$ cat config.mk
export PLATFORM = sky130hd
export DESIGN_NAME = ams_alu
export DESIGN_NICKNAME = d
export VERILOG_FILES = /design/src/rtl/ams_pkg.sv /design/src/rtl/ams_alu.sv
export SDC_FILE = /design/constraint.sdc
export NUM_CORES = 1
export LEC_CHECK = 0
export BUFFER_PORTS_ARGS = -buffer_cell sky130_fd_sc_hd__buf_2
export CAP_MARGIN = 0
export CORE_UTILIZATION = 62
export DETAILED_ROUTE_END_ITERATION = 8
export GPL_ROUTABILITY_DRIVEN = 0
export HOLD_SLACK_MARGIN = 0.12
export MAX_ROUTING_LAYER = met4
export PLACE_DENSITY = 0.83
export SYNTH_ARGS = -nofsm -noshare
export SYNTH_HDL_FRONTEND = slang
export SYNTH_SLANG_ARGS = --single-unit
$ cat constraint.sdc
create_clock -name clk -period 4.53 [get_ports clk]
set_input_delay 0.2265 -clock clk [delete_from_list [all_inputs] [get_ports clk]]
set_output_delay 0.2265 -clock clk [all_outputs]
set_load 0.02 [all_outputs]
$ cat src/rtl/ams_pkg.sv
// shared constants, types and codes for the accumulator machine stepper
package ams_pkg;

	localparam int MEM_WORDS = 100;
	localparam int ADDR_W    = 7;
	localparam int ALU_STEPS = 32;
	localparam int IN_W      = 40;
	localparam int OUT_W     = 152;

	localparam logic signed [31:0] WORD_MAX = 32'sd9999;
	localparam logic signed [31:0] WORD_MIN = -32'sd9999;

	// item kinds
	localparam logic [1:0] KIND_LOAD = 2'd0;
	localparam logic [1:0] KIND_STEP = 2'd1;
	localparam logic [1:0] KIND_PEEK = 2'd2;

	// opcodes
	localparam logic signed [31:0] OP_NONE   = 32'sd0;
	localparam logic signed [31:0] OP_READ   = 32'sd10;
	localparam logic signed [31:0] OP_WRITE  = 32'sd11;
	localparam logic signed [31:0] OP_LOAD   = 32'sd20;
	localparam logic signed [31:0] OP_STORE  = 32'sd21;
	localparam logic signed [31:0] OP_ADD    = 32'sd30;
	localparam logic signed [31:0] OP_SUB    = 32'sd31;
	localparam logic signed [31:0] OP_DIV    = 32'sd32;
	localparam logic signed [31:0] OP_MUL    = 32'sd33;
	localparam logic signed [31:0] OP_BR     = 32'sd40;
	localparam logic signed [31:0] OP_BRNEG  = 32'sd41;
	localparam logic signed [31:0] OP_BRZERO = 32'sd42;
	localparam logic signed [31:0] OP_HALT   = 32'sd43;
	localparam logic signed [31:0] DEC_BASE  = 32'sd100;

	// instruction words whose opcode field lies from read to halt, and the reciprocal split by the base
	localparam logic signed [31:0] DEC_LO    = OP_READ * DEC_BASE;
	localparam logic signed [31:0] DEC_HI    = (OP_HALT + 32'sd1) * DEC_BASE - 32'sd1;
	localparam logic [12:0]        DEC_RECIP = 13'd5243;
	localparam int                 DEC_SHIFT = 19;

	// status codes
	localparam logic [3:0] ST_OK        = 4'd0;
	localparam logic [3:0] ST_HALT      = 4'd1;
	localparam logic [3:0] ST_ZERO_WORD = 4'd2;
	localparam logic [3:0] ST_PC_END    = 4'd3;
	localparam logic [3:0] ST_BAD_OP    = 4'd4;
	localparam logic [3:0] ST_DIV_ZERO  = 4'd5;
	localparam logic [3:0] ST_READ_REJ  = 4'd6;
	localparam logic [3:0] ST_LOAD_IGN  = 4'd7;
	localparam logic [3:0] ST_STOPPED   = 4'd8;

	typedef enum logic [3:0] {
		S_IDLE,
		S_LOAD,
		S_READ_PC,
		S_DECODE,
		S_READ_OPD,
		S_EXEC,
		S_ALU_WAIT,
		S_READ_PEEK,
		S_PEEK,
		S_DONE
	} seq_state_t;

	typedef enum logic {
		ALU_DIV,
		ALU_MUL
	} alu_op_t;

	typedef struct packed {
		logic    start;
		alu_op_t op;
	} alu_req_t;

	typedef struct packed {
		logic busy;
		logic done;
	} alu_rsp_t;

endpackage

$ cat src/rtl/ams_alu.sv
// iterative signed divider and wrapping multiplier, one bit a cycle
module ams_alu import ams_pkg::*; (
	input  logic        clk,
	input  logic        arst_n,
	input  alu_req_t    req,
	input  logic [31:0] a,
	input  logic [31:0] b,
	output alu_rsp_t    rsp,
	output logic [31:0] res
);

	localparam int CNT_W = $clog2(ALU_STEPS + 1);

	logic [CNT_W-1:0] cnt_q;
	logic             busy_q;
	logic             done_q;
	alu_op_t          op_q;
	logic             qneg_q;
	logic [31:0]      r_q;
	logic [31:0]      x_q;
	logic [31:0]      d_q;
	logic [32:0]      trial;
	logic             ge;

	// control: step counter
	always_ff @(posedge clk or negedge arst_n) begin
		if (!arst_n) begin
			cnt_q  <= '0;
			busy_q <= 1'b0;
			done_q <= 1'b0;
		end else begin
			done_q <= 1'b0;
			if (req.start) begin
				cnt_q  <= CNT_W'(ALU_STEPS);
				busy_q <= 1'b1;
			end else if (busy_q) begin
				cnt_q <= cnt_q - CNT_W'(1);
				if (cnt_q == CNT_W'(1)) begin
					busy_q <= 1'b0;
					done_q <= 1'b1;
				end
			end
		end
	end

	// restoring division step
	assign trial = {r_q, x_q[31]};
	assign ge    = trial >= {1'b0, d_q};

	// datapath
	always_ff @(posedge clk) begin
		if (req.start) begin
			op_q <= req.op;
			r_q  <= '0;
			if (req.op == ALU_DIV) begin
				x_q    <= a[31] ? (~a + 32'd1) : a;
				d_q    <= b[31] ? (~b + 32'd1) : b;
				qneg_q <= a[31] ^ b[31];
			end else begin
				x_q    <= b;
				d_q    <= a;
				qneg_q <= 1'b0;
			end
		end else if (busy_q) begin
			if (op_q == ALU_DIV) begin
				r_q <= ge ? 32'(trial - {1'b0, d_q}) : trial[31:0];
				x_q <= {x_q[30:0], ge};
			end else begin
				if (x_q[0]) begin
					r_q <= r_q + d_q;
				end
				d_q <= {d_q[30:0], 1'b0};
				x_q <= {1'b0, x_q[31:1]};
			end
		end
	end

	// result select, with sign correction of the quotient
	always_comb begin
		if (op_q == ALU_DIV) begin
			res = qneg_q ? (~x_q + 32'd1) : x_q;
		end else begin
			res = r_q;
		end
	end

	assign rsp.busy = busy_q;
	assign rsp.done = done_q;

endmodule
==> metrics.md, run 1 <==
| Metric | Value |
|---|---|
| Status | complete, no violations |
| PD cells | 550 nW/um2 |
| First-pass GRT wire length | 49,800 um |
| R2R Path Start | d_q[1] |
| Clock Power Share | 11.2% |
| ANT nets after route | 0 |
| Total track usage | 35.2% |
| CP Max Fanout | 18 |
| Max_cap viols | 0 |
| Worst slew pin tran | roughly 0.98 ns |
| Netlist cell types | 65 |
| Unrepaired setup endpoints after global routing | false |
| Final Slew Violations | 0 |
| CTS tree | done |
| Peak VDD IR | 278 uV |
| CP max-delay cell | o31ai_1 |
| NetSw | 3.23 mW |
| Initial antenna violation count | 0 |
| Synth async-reset ratio | 7.55% |
| Initial cell density of the core | between 60% and 70% |
| FF-to-FF setup slack | 0.72 ns |
| Setup Fix Bufs, Post-CTS | 0 |
| Worst hold slack | approximately 0.25 ns |
| Residual DRC | 0 |
| Sequential share of the synthesized area | 25.4% |
| Yosys warnings | 0 |
| Final Hold Vio Count | 0 |
| Rel. slew slack | 34.7% |
| Final setup TNS | 0 ns |
| Fmax | approximately 0.26 GHz |
| Core ar. | around 17,000 um2 |
| Core Rows | 48 |
| CP bufs+invs | 2 |
| Worst-Skew Late Latency | 0.36 ns |
| First DRT Iteration DRCs | 1,260 |
| Synthesis-to-finish area growth | 7.63% |
| Reg-to-Reg End | x_q[0] |
| Critical path cell sequence | inv_1 -> ha_1 -> nor2b_1 -> o31a_1 -> o21ai_0 -> o211ai_1 -> a21oi_1 -> o41ai_4 -> buf_4 -> nor2_1 -> o31ai_1 |
| Total vias in the final route | 11,100 |
| Vias in the first global route | 9,719 |
| LEAKAGE | approximately 5.2 nW |
| Routed vias/inst | 6.30 |
| Ys flop type | edfxtp_1 |
| H-Tree Depth | 3 |
| Worst Path Required | ~4.6 ns |
| Post-Syn Area | approximately 11,000 um2 |
| Antenna cells | 0 |
| Die width | 136 um |
| Die height | approximately 140 um |
| Post-layout nets | 1,665 |
| CTS Buf Count | 9 |
| Max clock buf depth | 2 |
| Net count after synthesis | roughly 1,600 |
| Io pins | a little over 100 |
| Synthesized instance count | 1,485 |
| Reg power frac | 25.5% |
| Final wirelength | 31,200 um |
| Hold Buf Count CTS | 1 |
| Port bufs | about 100 |
| Synth Register Bits | between 100 and 150 |
| DRT Pass-1 Iters | 6 |
| Sw frac | just under 50% |
| Kind of cell adding the most delay to the critical path | compound AO/OA/AOI/OAI gates |
| Largest net degree at the start of global routing | 148 |
| Wirelength per Cell | 17.7 um |
| CP Launch Type | register |
| Gr ovfl total | 0 |
| WP data arrival | between 3 and 4 ns |
| Clk slew on worst S/H paths | approximately 0.07 ns |
| Kind of critical path | register to register |
| FF-to-FF path depth | 11 |
| Combinational fraction of design power | 63.3% |
| Final setup fails | 0 |
| Crit-path max cell delay | 0.62 ns |
| Final min period | approximately 3.8 ns |
| Final Cycle Share | 84.1% |
| Die area | 18,500 um2 |
| Number of synthesized flops with an enable pin | 66 |
| Final worst clock skew | 0.00875 ns |
| CTS root buf | clkbuf_16 |
| Avg Inst Size Synth | around 7.5 um2 |
| Power Internal | 3.36 mW |
| Tightest Hold Check Type | input pin to async pin |
| Kind of end point of the critical path | register |
| Post-CTS sizing | 0 |
| Layout cells sized above 1 | 10.4% |
| DP HPWL | 23,700 um |
| TritonCTS Sinks | 106 |
power by group through the flow:
stage          combinational (mW)  sequential, mW  clock, mW
2_1_floorplan                3.13            1.54          0
3_3_place_gp                 3.96            1.66          0
3_5_place_dp                 4.04            1.67          0
4_1_cts                      4.07            1.66      0.736
5_1_grt                      4.56            1.71      0.775
6_report                     4.17            1.68      0.737
flip-flops by register name, summed over array words and instances (netlist names):
name,count
qneg_q,1
busy_q,1
x_q,32
op_q,1
d_q,32
cnt_q,6
r_q,32
done_q,1
cells in the final DEF, fill, tap and decap left out, drive strengths merged, types with 7 or more instances in the layout:
| cell type | n |
|---|---|
| ha | 68 |
| a21oi | 77 |
| nand4 | 8 |
| dfrtp | 8 |
| or4 | 17 |
| o21ai | 241 |
| a211oi | 18 |
| or2 | 13 |
| inv | 61 |
| o21a | 12 |
| o31ai | 29 |
| a21o | 23 |
| nand2 | 270 |
| o211ai | 16 |
| xnor2 | 44 |
| nand2b | 16 |
| edfxtp | 66 |
| or3 | 17 |
| nor3 | 15 |
| nor2 | 87 |
| nor2b | 17 |
| nand3 | 17 |
| dfxtp | 32 |
| nor4 | 7 |
| o41ai | 15 |
| xor2 | 99 |
| mux2i | 38 |
| clkbuf | 12 |
| buf | 111 |
per-layer routing:
layer  vias to the layer above  part of all wire (%)  GRT usage (%)
met4                         0                   2.5           10.5
met5                         -                     0              -
met1                      5094                    44           49.5
li1                       5382                     -              -
met2                       543                    43           51.7
met3                        58                    10           5.56
final cells by class:
| class | count | area [um2] |
|---|---|---|
| Clock buffer | 12 | 236 |
| Clock inverter | 4 | 28.8 |
| Fill cell | 1489 | 5440 |
| Inverter | 60 | 225 |
| Multi-Input combinational cell | 1238 | 7770 |
| Sequential cell | 106 | 2820 |
| Tap cell | 225 | 282 |
| Timing Repair Buffer | 112 | 608 |
through the flow:
stage | power, mW | utilization (%) | setup WS, ns | instances | cell area (um2)
after global routing | 7.05 | 68.7 | 0.508 | 1757 | 12000
after floorplan | 4.67 | - | 1.32 | 1485 | 11100
final | 6.58 | 68.7 | 0.720 | 1757 | 12000
after detailed placement | 5.71 | 67.2 | 0.885 | 1740 | 11700
after CTS | 6.47 | 68.7 | 0.734 | 1757 | 12000
after global placement | 5.62 | 67.2 | 0.915 | 1740 | 11700
synthesized netlist by cell type, types with 5 or more instances:
library cell	count	area, um2
a21oi_1	77	385
nand2b_1	16	100
buf_2	5	25.0
dfxtp_1	32	641
nor4_1	6	37.5
nand3_1	17	85.1
o41ai_1	12	105
edfxtp_1	66	1980
o211ai_1	16	120
nor2b_1	17	106
buf_1	11	41.3
nor3_1	15	75.1
o21ai_0	233	1170
xnor2_1	44	385
nor2_1	87	327
a211oi_1	18	135
nand4_1	8	50.1
dfrtp_1	8	200
ha_1	68	851
clkbuf_1	62	233
mux2i_1	38	380
and2_1	6	37.5
nand2_1	270	1010
o21bai_1	5	37.5
or4_1	13	97.6
or3_1	13	81.3
inv_1	60	225
o31ai_1	29	218
xor2_1	99	867
or2_2	11	68.8
mux2_2	6	67.6
o21ai_1	8	40.0
o31a_1	5	43.8
a21o_1	23	173
o21a_1	12	90.1
how the worst max path moves through the flow:
stage	from	endpoint	slack (ns)	cells after the start
after floorplan	d_q[12]	r_q[0]	1.32	14
after global placement	d_q[12]	x_q[0]	0.92	11
after detailed placement	d_q[1]	x_q[0]	0.89	11
after CTS	x_q[8]	res[25]	0.73	8
after global routing	x_q[8]	res[27]	0.51	8
final	d_q[1]	x_q[0]	0.72	11
cell families (layout without fill, tap and decap cells):
logic type	count (synthesis)	after routing	share of synthesized area, %
and+or+nand+nor	507	507	20.9
muxes	44	44	4.03
AOI/OAI and AO/OA	474	474	25.5
xor gates and xnor gates	143	143	11.3
adders and majority gates	70	70	8.01
DFF	106	106	25.4
buffers and inverters	141	188	4.92
No activity file was read; power rests on OpenSTA's default activity.
==> inputs of run 2 (changes only) <==
- CORE_UTILIZATION: 62 -> 56
- PLACE_DENSITY: 0.83 -> 0.79
- clock period: 4.53 -> 3.1 ns (I/O delays scaled with it)
==> metrics.md, run 2 (synthesis results as in run 1) <==
| Metric | Value |
|---|---|
| Non-filler instance count after layout | 2,000 (was 1,757) |
| Worst-Skew Late Latency | 0.37 ns (was 0.36 ns) |
| PD cells | 871 nW/um2 (was 550 nW/um2) |
| Peak VDD IR | 502 uV (was 278 uV) |
| Antenna cells | 0 (unchanged) |
| Total power | 12.4 mW (was 6.58 mW) |
| Final Cycle Share | 108% (was 84.1%) |
| Largest regs | d_q x32, r_q x32, x_q x32 (unchanged) |
| Port bufs | 101 (unchanged) |
| Total vias in the final route | 12,400 (was 11,100) |
| Critical path cell sequence | inv_2 -> ha_4 -> nor2b_4 -> o31a_1 -> o21ai_1 -> o211ai_1 -> a21oi_2 -> o41ai_4 -> buf_4 -> buf_6 -> o21ai_0 -> o21ai_1 -> nand2_1 -> o211ai_1 -> a21oi_1 (was inv_1 -> ha_1 -> nor2b_1 -> o31a_1 -> o21ai_0 -> o211ai_1 -> a21oi_1 -> o41ai_4 -> buf_4 -> nor2_1 -> o31ai_1) |
| Worst Path Required | 3.34 ns (was 4.60 ns) |
| Core Rows | 51 (was 48) |
| Die width | 143 um (was 136 um) |
| Clk slew on worst S/H paths | 0.08 ns (was 0.07 ns) |
| Total track usage | 36.2% (was 35.2%) |
| Final min period | 3.35 ns (was 3.81 ns) |
| Final core utilization | 73.1% (was 68.7%) |
| Reg-to-Reg End | r_q[3] (was x_q[0]) |
| FF-to-FF setup slack | -0.25 ns (was 0.72 ns) |
| Final setup fails | 24 (was 0) |
| Max clock buf depth | 2 (unchanged) |
| Post-layout nets | 1,868 (was 1,665) |
| Final Hold Vio Count | 0 (unchanged) |
| DRT Pass-1 Iters | 6 (unchanged) |
| LEAKAGE | 6.29 nW (was 5.16 nW) |
| Crit-path max cell delay | 0.41 ns (was 0.62 ns) |
| Worst hold slack | 0.154 ns (was 0.247 ns) |
| Worst slew pin tran | 1.16 ns (was 0.979 ns) |
| Kind of critical path | register to register (unchanged) |
| WP data arrival | 3.59 ns (was 3.88 ns) |
| Initial cell density of the core | 57.2% (was 63.9%) |
| Critical Path End | r_q[3] (was x_q[0]) |
| DP HPWL | 26,200 um (was 23,700 um) |
| First-pass GRT wire length | 56,300 um (was 49,800 um) |
| Synthesis-to-finish area growth | 27.9% (was 7.63%) |
| CP Launch Type | register (unchanged) |
| Final worst clock skew | 0.0147 ns (was 0.00875 ns) |
| TritonCTS Sinks | 106 (unchanged) |
| Final wirelength | 38,000 um (was 31,200 um) |
| CP max-delay cell | o41ai_4 (was o31ai_1) |
| R2R Path Start | d_q[1] (unchanged) |
| Residual DRC | 0 (unchanged) |
| Wirelength per Cell | 19.0 um (was 17.7 um) |
| Final Slew Violations | 0 (unchanged) |
| CTS Buf Count | 9 (unchanged) |
| Status | complete, but fails checks (was complete, no violations) |
| Routed vias/inst | 6.21 (was 6.30) |
| CP Max Fanout | 8 (was 18) |
| Layout cells sized above 1 | 25.8% (was 10.4%) |
| Leading cell types in the layout, fill and taps excluded | nand2_1 (270), o21ai_0 (210), buf_4 (206) (was nand2_1 (270), o21ai_0 (233), xor2_1 (99), buf_2 (99), nor2_1 (87)) |
| Tightest Hold Check Type | input pin to async pin (unchanged) |
| H-Tree Depth | 3 (unchanged) |
| Largest net degree at the start of global routing | 108 (was 148) |
| Final setup TNS | -1.37 ns (was 0 ns) |
| FF-to-FF path depth | 15 (was 11) |
| Kind of end point of the critical path | register (unchanged) |
| Max_cap viols | 0 (unchanged) |
| Most common cell after layout, fill and taps aside | nand2_1 (unchanged) |
| Slack of the critical path | -0.251 ns (was 0.720 ns) |
| Vias in the first global route | 11,100 (was 9,719) |
| Crit. Startpoint | d_q[1] (unchanged) |
| CTS tree | done (unchanged) |
| First DRT Iteration DRCs | 1,432 (was 1,260) |
| ANT nets after route | 0 (unchanged) |
| Fmax | 0.298 GHz (was 0.262 GHz) |
| Rel. slew slack | 22.7% (was 34.7%) |
| Die area | 20,400 um2 (was 18,500 um2) |
| Post-Place Cells | 1,954 (was 1,740) |
| CTS root buf | clkbuf_16 (unchanged) |
| Io pins | 102 (unchanged) |
| Unrepaired setup endpoints after global routing | true (was false) |
| Failing checks | negative setup slack |
| Die height | 143 um (was 136 um) |
| Core ar. | 19,500 um2 (was 17,400 um2) |
| Initial antenna violation count | 0 (unchanged) |
| Gr ovfl total | 0 (unchanged) |
-- run 2: final cells by class --
type | instances | area [um2]
clock inverter | 7 | 121
inverter | 60 | 225
multi-input combinational | 1238 | 8330
fill | 1319 | 5240
tap | 265 | 332
clock buffer | 9 | 225
timing repair buffer | 315 | 2170
sequential | 106 | 2830
-- run 2: where the power goes --
group          switching, mW  total, mW  internal [mW]
clock                  0.579       1.38          0.798
combinational           4.78       8.65           3.87
sequential             0.454       2.36           1.91
-- run 2: stage by stage --
step / worst slack, ns / instance area (um2)
3_3_place_gp: -0.148 / 13100
4_1_cts: -0.0568 / 13700
6_report: -0.251 / 14200
3_5_place_dp: -0.173 / 13100
2_1_floorplan: 0.00581 / 11100
5_1_grt: -0.326 / 14200
-- run 2: timing repair --
item	4_1_cts	5_1_grt
resized for setup	42	86
pin swaps	15	42
cloned	1	1
setup endpoints to repair	36	48
buffers inserted	5	23
hold endpoints to repair	8	0
hold buffers	1	0
-- run 2: worst min-delay path by stage --
| stage | cells past startpoint | to | slack (ns) |
|---|---|---|---|
| floorplan | 0 | busy_q | -0.14 |
| global placement | 1 | cnt_q[0] | 0.007 |
| detailed placement | 1 | cnt_q[0] | 0.01 |
| CTS | 2 | cnt_q[0] | 0.17 |
| global route | 2 | cnt_q[0] | 0.17 |
| finish | 2 | cnt_q[0] | 0.15 |
-- run 2: per-layer routing --
layer	GRT usage [%]	routed length, um	share of wire, %
met1	48.1	15100	40
met2	54.9	16700	44
met3	5.47	4310	11
met4	15.1	1810	4.8
met5	-	0	0
-- run 2: worst max-delay path, delay by kind of cell (launching register included) --
| family | cells | cell delay (ns) |
|---|---|---|
| AOI/OAI and AO/OA | 9 | 1.86 |
| buffers and inverters | 3 | 0.46 |
| DFF | 1 | 0.39 |
| adders and majority gates | 1 | 0.27 |
| and+or+nand+nor | 2 | 0.22 |
==> inputs of run 3 (changes only) <==
- SKIP_CTS_REPAIR_TIMING: default -> 1
==> metrics.md, run 3 (synthesis results as in run 1) <==
| Metric | Value |
|---|---|
| First DRT Iteration DRCs | 1,515 (was 1,432) |
| Status | complete, but fails checks (unchanged) |
| Final worst clock skew | 0.0143 ns (was 0.0147 ns) |
| DRT Pass-1 Iters | 6 (unchanged) |
| R2R Path Start | d_q[6] (was d_q[1]) |
| Port bufs | 101 (unchanged) |
| Met2 Use GR | 53.0% (was 54.9%) |
| TritonCTS Sinks | 106 (unchanged) |
| WP data arrival | 3.41 ns (was 3.59 ns) |
| Io pins | 102 (unchanged) |
| Final Cycle Share | 102% (was 108%) |
| Wirelength per Cell | 18.5 um (was 19.0 um) |
| Fmax | 0.316 GHz (was 0.298 GHz) |
| Final Slew Violations | 0 (unchanged) |
| Most common cell after layout, fill and taps aside | nand2_1 (unchanged) |
| Initial cell density of the core | 57.2% (unchanged) |
| Max clock buf depth | 2 (unchanged) |
| Die height | 143 um (unchanged) |
| Final Hold Vio Count | 0 (unchanged) |
| Tightest Hold Check Type | input pin to async pin (unchanged) |
| ANT nets after route | 0 (unchanged) |
| Layout cells sized above 1 | 26.2% (was 25.8%) |
| Largest net degree at the start of global routing | 108 (unchanged) |
| CP Launch Type | register (unchanged) |
| First-pass GRT wire length | 55,100 um (was 56,300 um) |
| Total vias in the final route | 12,300 (was 12,400) |
| FF-to-FF setup slack | -0.06 ns (was -0.25 ns) |
| Synthesis-to-finish area growth | 27.5% (was 27.9%) |
| Total track usage | 35.3% (was 36.2%) |
| Die width | 143 um (unchanged) |
| Peak VDD IR | 488 uV (was 502 uV) |
| H-Tree Depth | 3 (unchanged) |
| Worst-Skew Late Latency | 0.37 ns (about the same) |
| Failing checks | negative setup slack (unchanged) |
| CTS root buf | clkbuf_16 (unchanged) |
| Worst slew pin tran | 1.20 ns (was 1.16 ns) |
| Core Rows | 51 (unchanged) |
| Core ar. | 19,500 um2 (unchanged) |
| Rel. slew slack | 19.8% (was 22.7%) |
| PD cells | 864 nW/um2 (was 871 nW/um2) |
| CP Max Fanout | 2 (was 8) |
| Residual DRC | 0 (unchanged) |
| Largest regs | d_q x32, r_q x32, x_q x32 (unchanged) |
| Filler cells | 1,341 (was 1,319) |
| Final wirelength | 36,800 um (was 38,000 um) |
| M1 GR Usage | 47.8% (was 48.1%) |
| Grt met3 use | 4.59% (was 5.47%) |
| Routed vias/inst | 6.18 (was 6.21) |
| Final min period | 3.16 ns (was 3.35 ns) |
| CTS Buf Count | 9 (unchanged) |
| Die area | 20,400 um2 (unchanged) |
| Slack of the critical path | -0.0635 ns (was -0.251 ns) |
| Gr ovfl total | 0 (unchanged) |
| Clk slew on worst S/H paths | 0.08 ns (about the same) |
| Kind of critical path | register to register (unchanged) |
| Kind of end point of the critical path | register (unchanged) |
| LEAKAGE | 6.26 nW (was 6.29 nW) |
| CTS tree | done (unchanged) |
| Final setup fails | 7 (was 24) |
| Initial antenna violation count | 0 (unchanged) |
| Worst Path Required | 3.35 ns (was 3.34 ns) |
| Antenna cells | 0 (unchanged) |
| Busiest grt layer | met2 (unchanged) |
| Reg-to-Reg End | r_q[31] (was r_q[3]) |
| Max_cap viols | 0 (unchanged) |
| Final core utilization | 72.9% (was 73.1%) |
| Post-layout nets | 1,860 (was 1,868) |
| Unrepaired setup endpoints after global routing | true (unchanged) |
| Area of the multi-input gates | 8330 um2 (about the same) |
| Leading cell types in the layout, fill and taps excluded | nand2_1 (269), o21ai_0 (204), buf_4 (200) (was nand2_1 (270), o21ai_0 (210), buf_4 (206)) |
| Total power | 12.2 mW (was 12.4 mW) |
| DP HPWL | 26,200 um (unchanged) |
| FF/Latch Area | 2820 um2 (was 2830 um2) |
| Vias in the first global route | 10,900 (was 11,100) |
| FF-to-FF path depth | 13 (was 15) |
run 3: changes by cell type in the layout (fill, tap and decap cells not counted), sizes merged:
cell    delta
clkbuf     +1
buf        -9
run 3: worst max-delay path by stage:
stage | start | endpoint | slack, ns | cells after the start
6_report | d_q[6] | r_q[31] | -0.06 | 13
5_1_grt | d_q[14] | r_q[31] | -0.25 | 13
4_1_cts | x_q[10] | res[26] | -0.30 | 9
3_5_place_dp | a[4] | x_q[28] | -0.17 | 12
3_3_place_gp | a[4] | x_q[28] | -0.15 | 12
2_1_floorplan | x_q[31] | r_q[28] | 0.006 | 14
run 3: critical path: stages, from the launching register on:
cell      delay (ns)
edfxtp_1        0.43
inv_2           0.10
ha_4            0.20
a21o_1          0.17
or3_4           0.37
o211ai_1        0.25
a211o_1         0.21
a32oi_2         0.13
a21o_1          0.20
a221o_1         0.38
a221oi_2        0.32
xnor2_1         0.11
o21ai_1         0.13
a21oi_1         0.05
run 3: per-stage QoR:
step | TNS [ns] | cell area (um2) | hold WS (ns) | cells | setup WS (ns)
4_1_cts | -5.03 | 13400 | -0.375 | 1970 | -0.295
6_report | -0.228 | 14200 | 0.156 | 1992 | -0.0635
3_3_place_gp | -1.20 | 13100 | 0.00657 | 1954 | -0.148
2_1_floorplan | 0 | 11100 | -0.141 | 1485 | 0.00581
3_5_place_dp | -2.23 | 13100 | 0.0124 | 1954 | -0.173
5_1_grt | -2.37 | 14200 | 0.176 | 1992 | -0.252
run 3: cell type report:
cell class / instances / share of cell area, %
timing repair buffer: 307 / 15.0
clock buffer: 9 / 1.59
tap: 265 / 2.34
sequential: 106 / 19.9
inverter: 60 / 1.59
multi-input combinational: 1238 / 58.7
clock inverter: 7 / 0.856
run 3: metal layers:
layer,part of all wire (%),vias up
li1,-,5776
met1,41,5649
met2,44,768
met3,11,114
met4,3.9,0
met5,0,-
run 3: where the power goes:
part / internal, mW / leakage [nW] / total, mW / switching [mW]
sequential: 1.91 / 1.08 / 2.36 / 0.455
clock: 0.798 / 0.171 / 1.37 / 0.577
combinational: 3.86 / 5.01 / 8.51 / 4.65
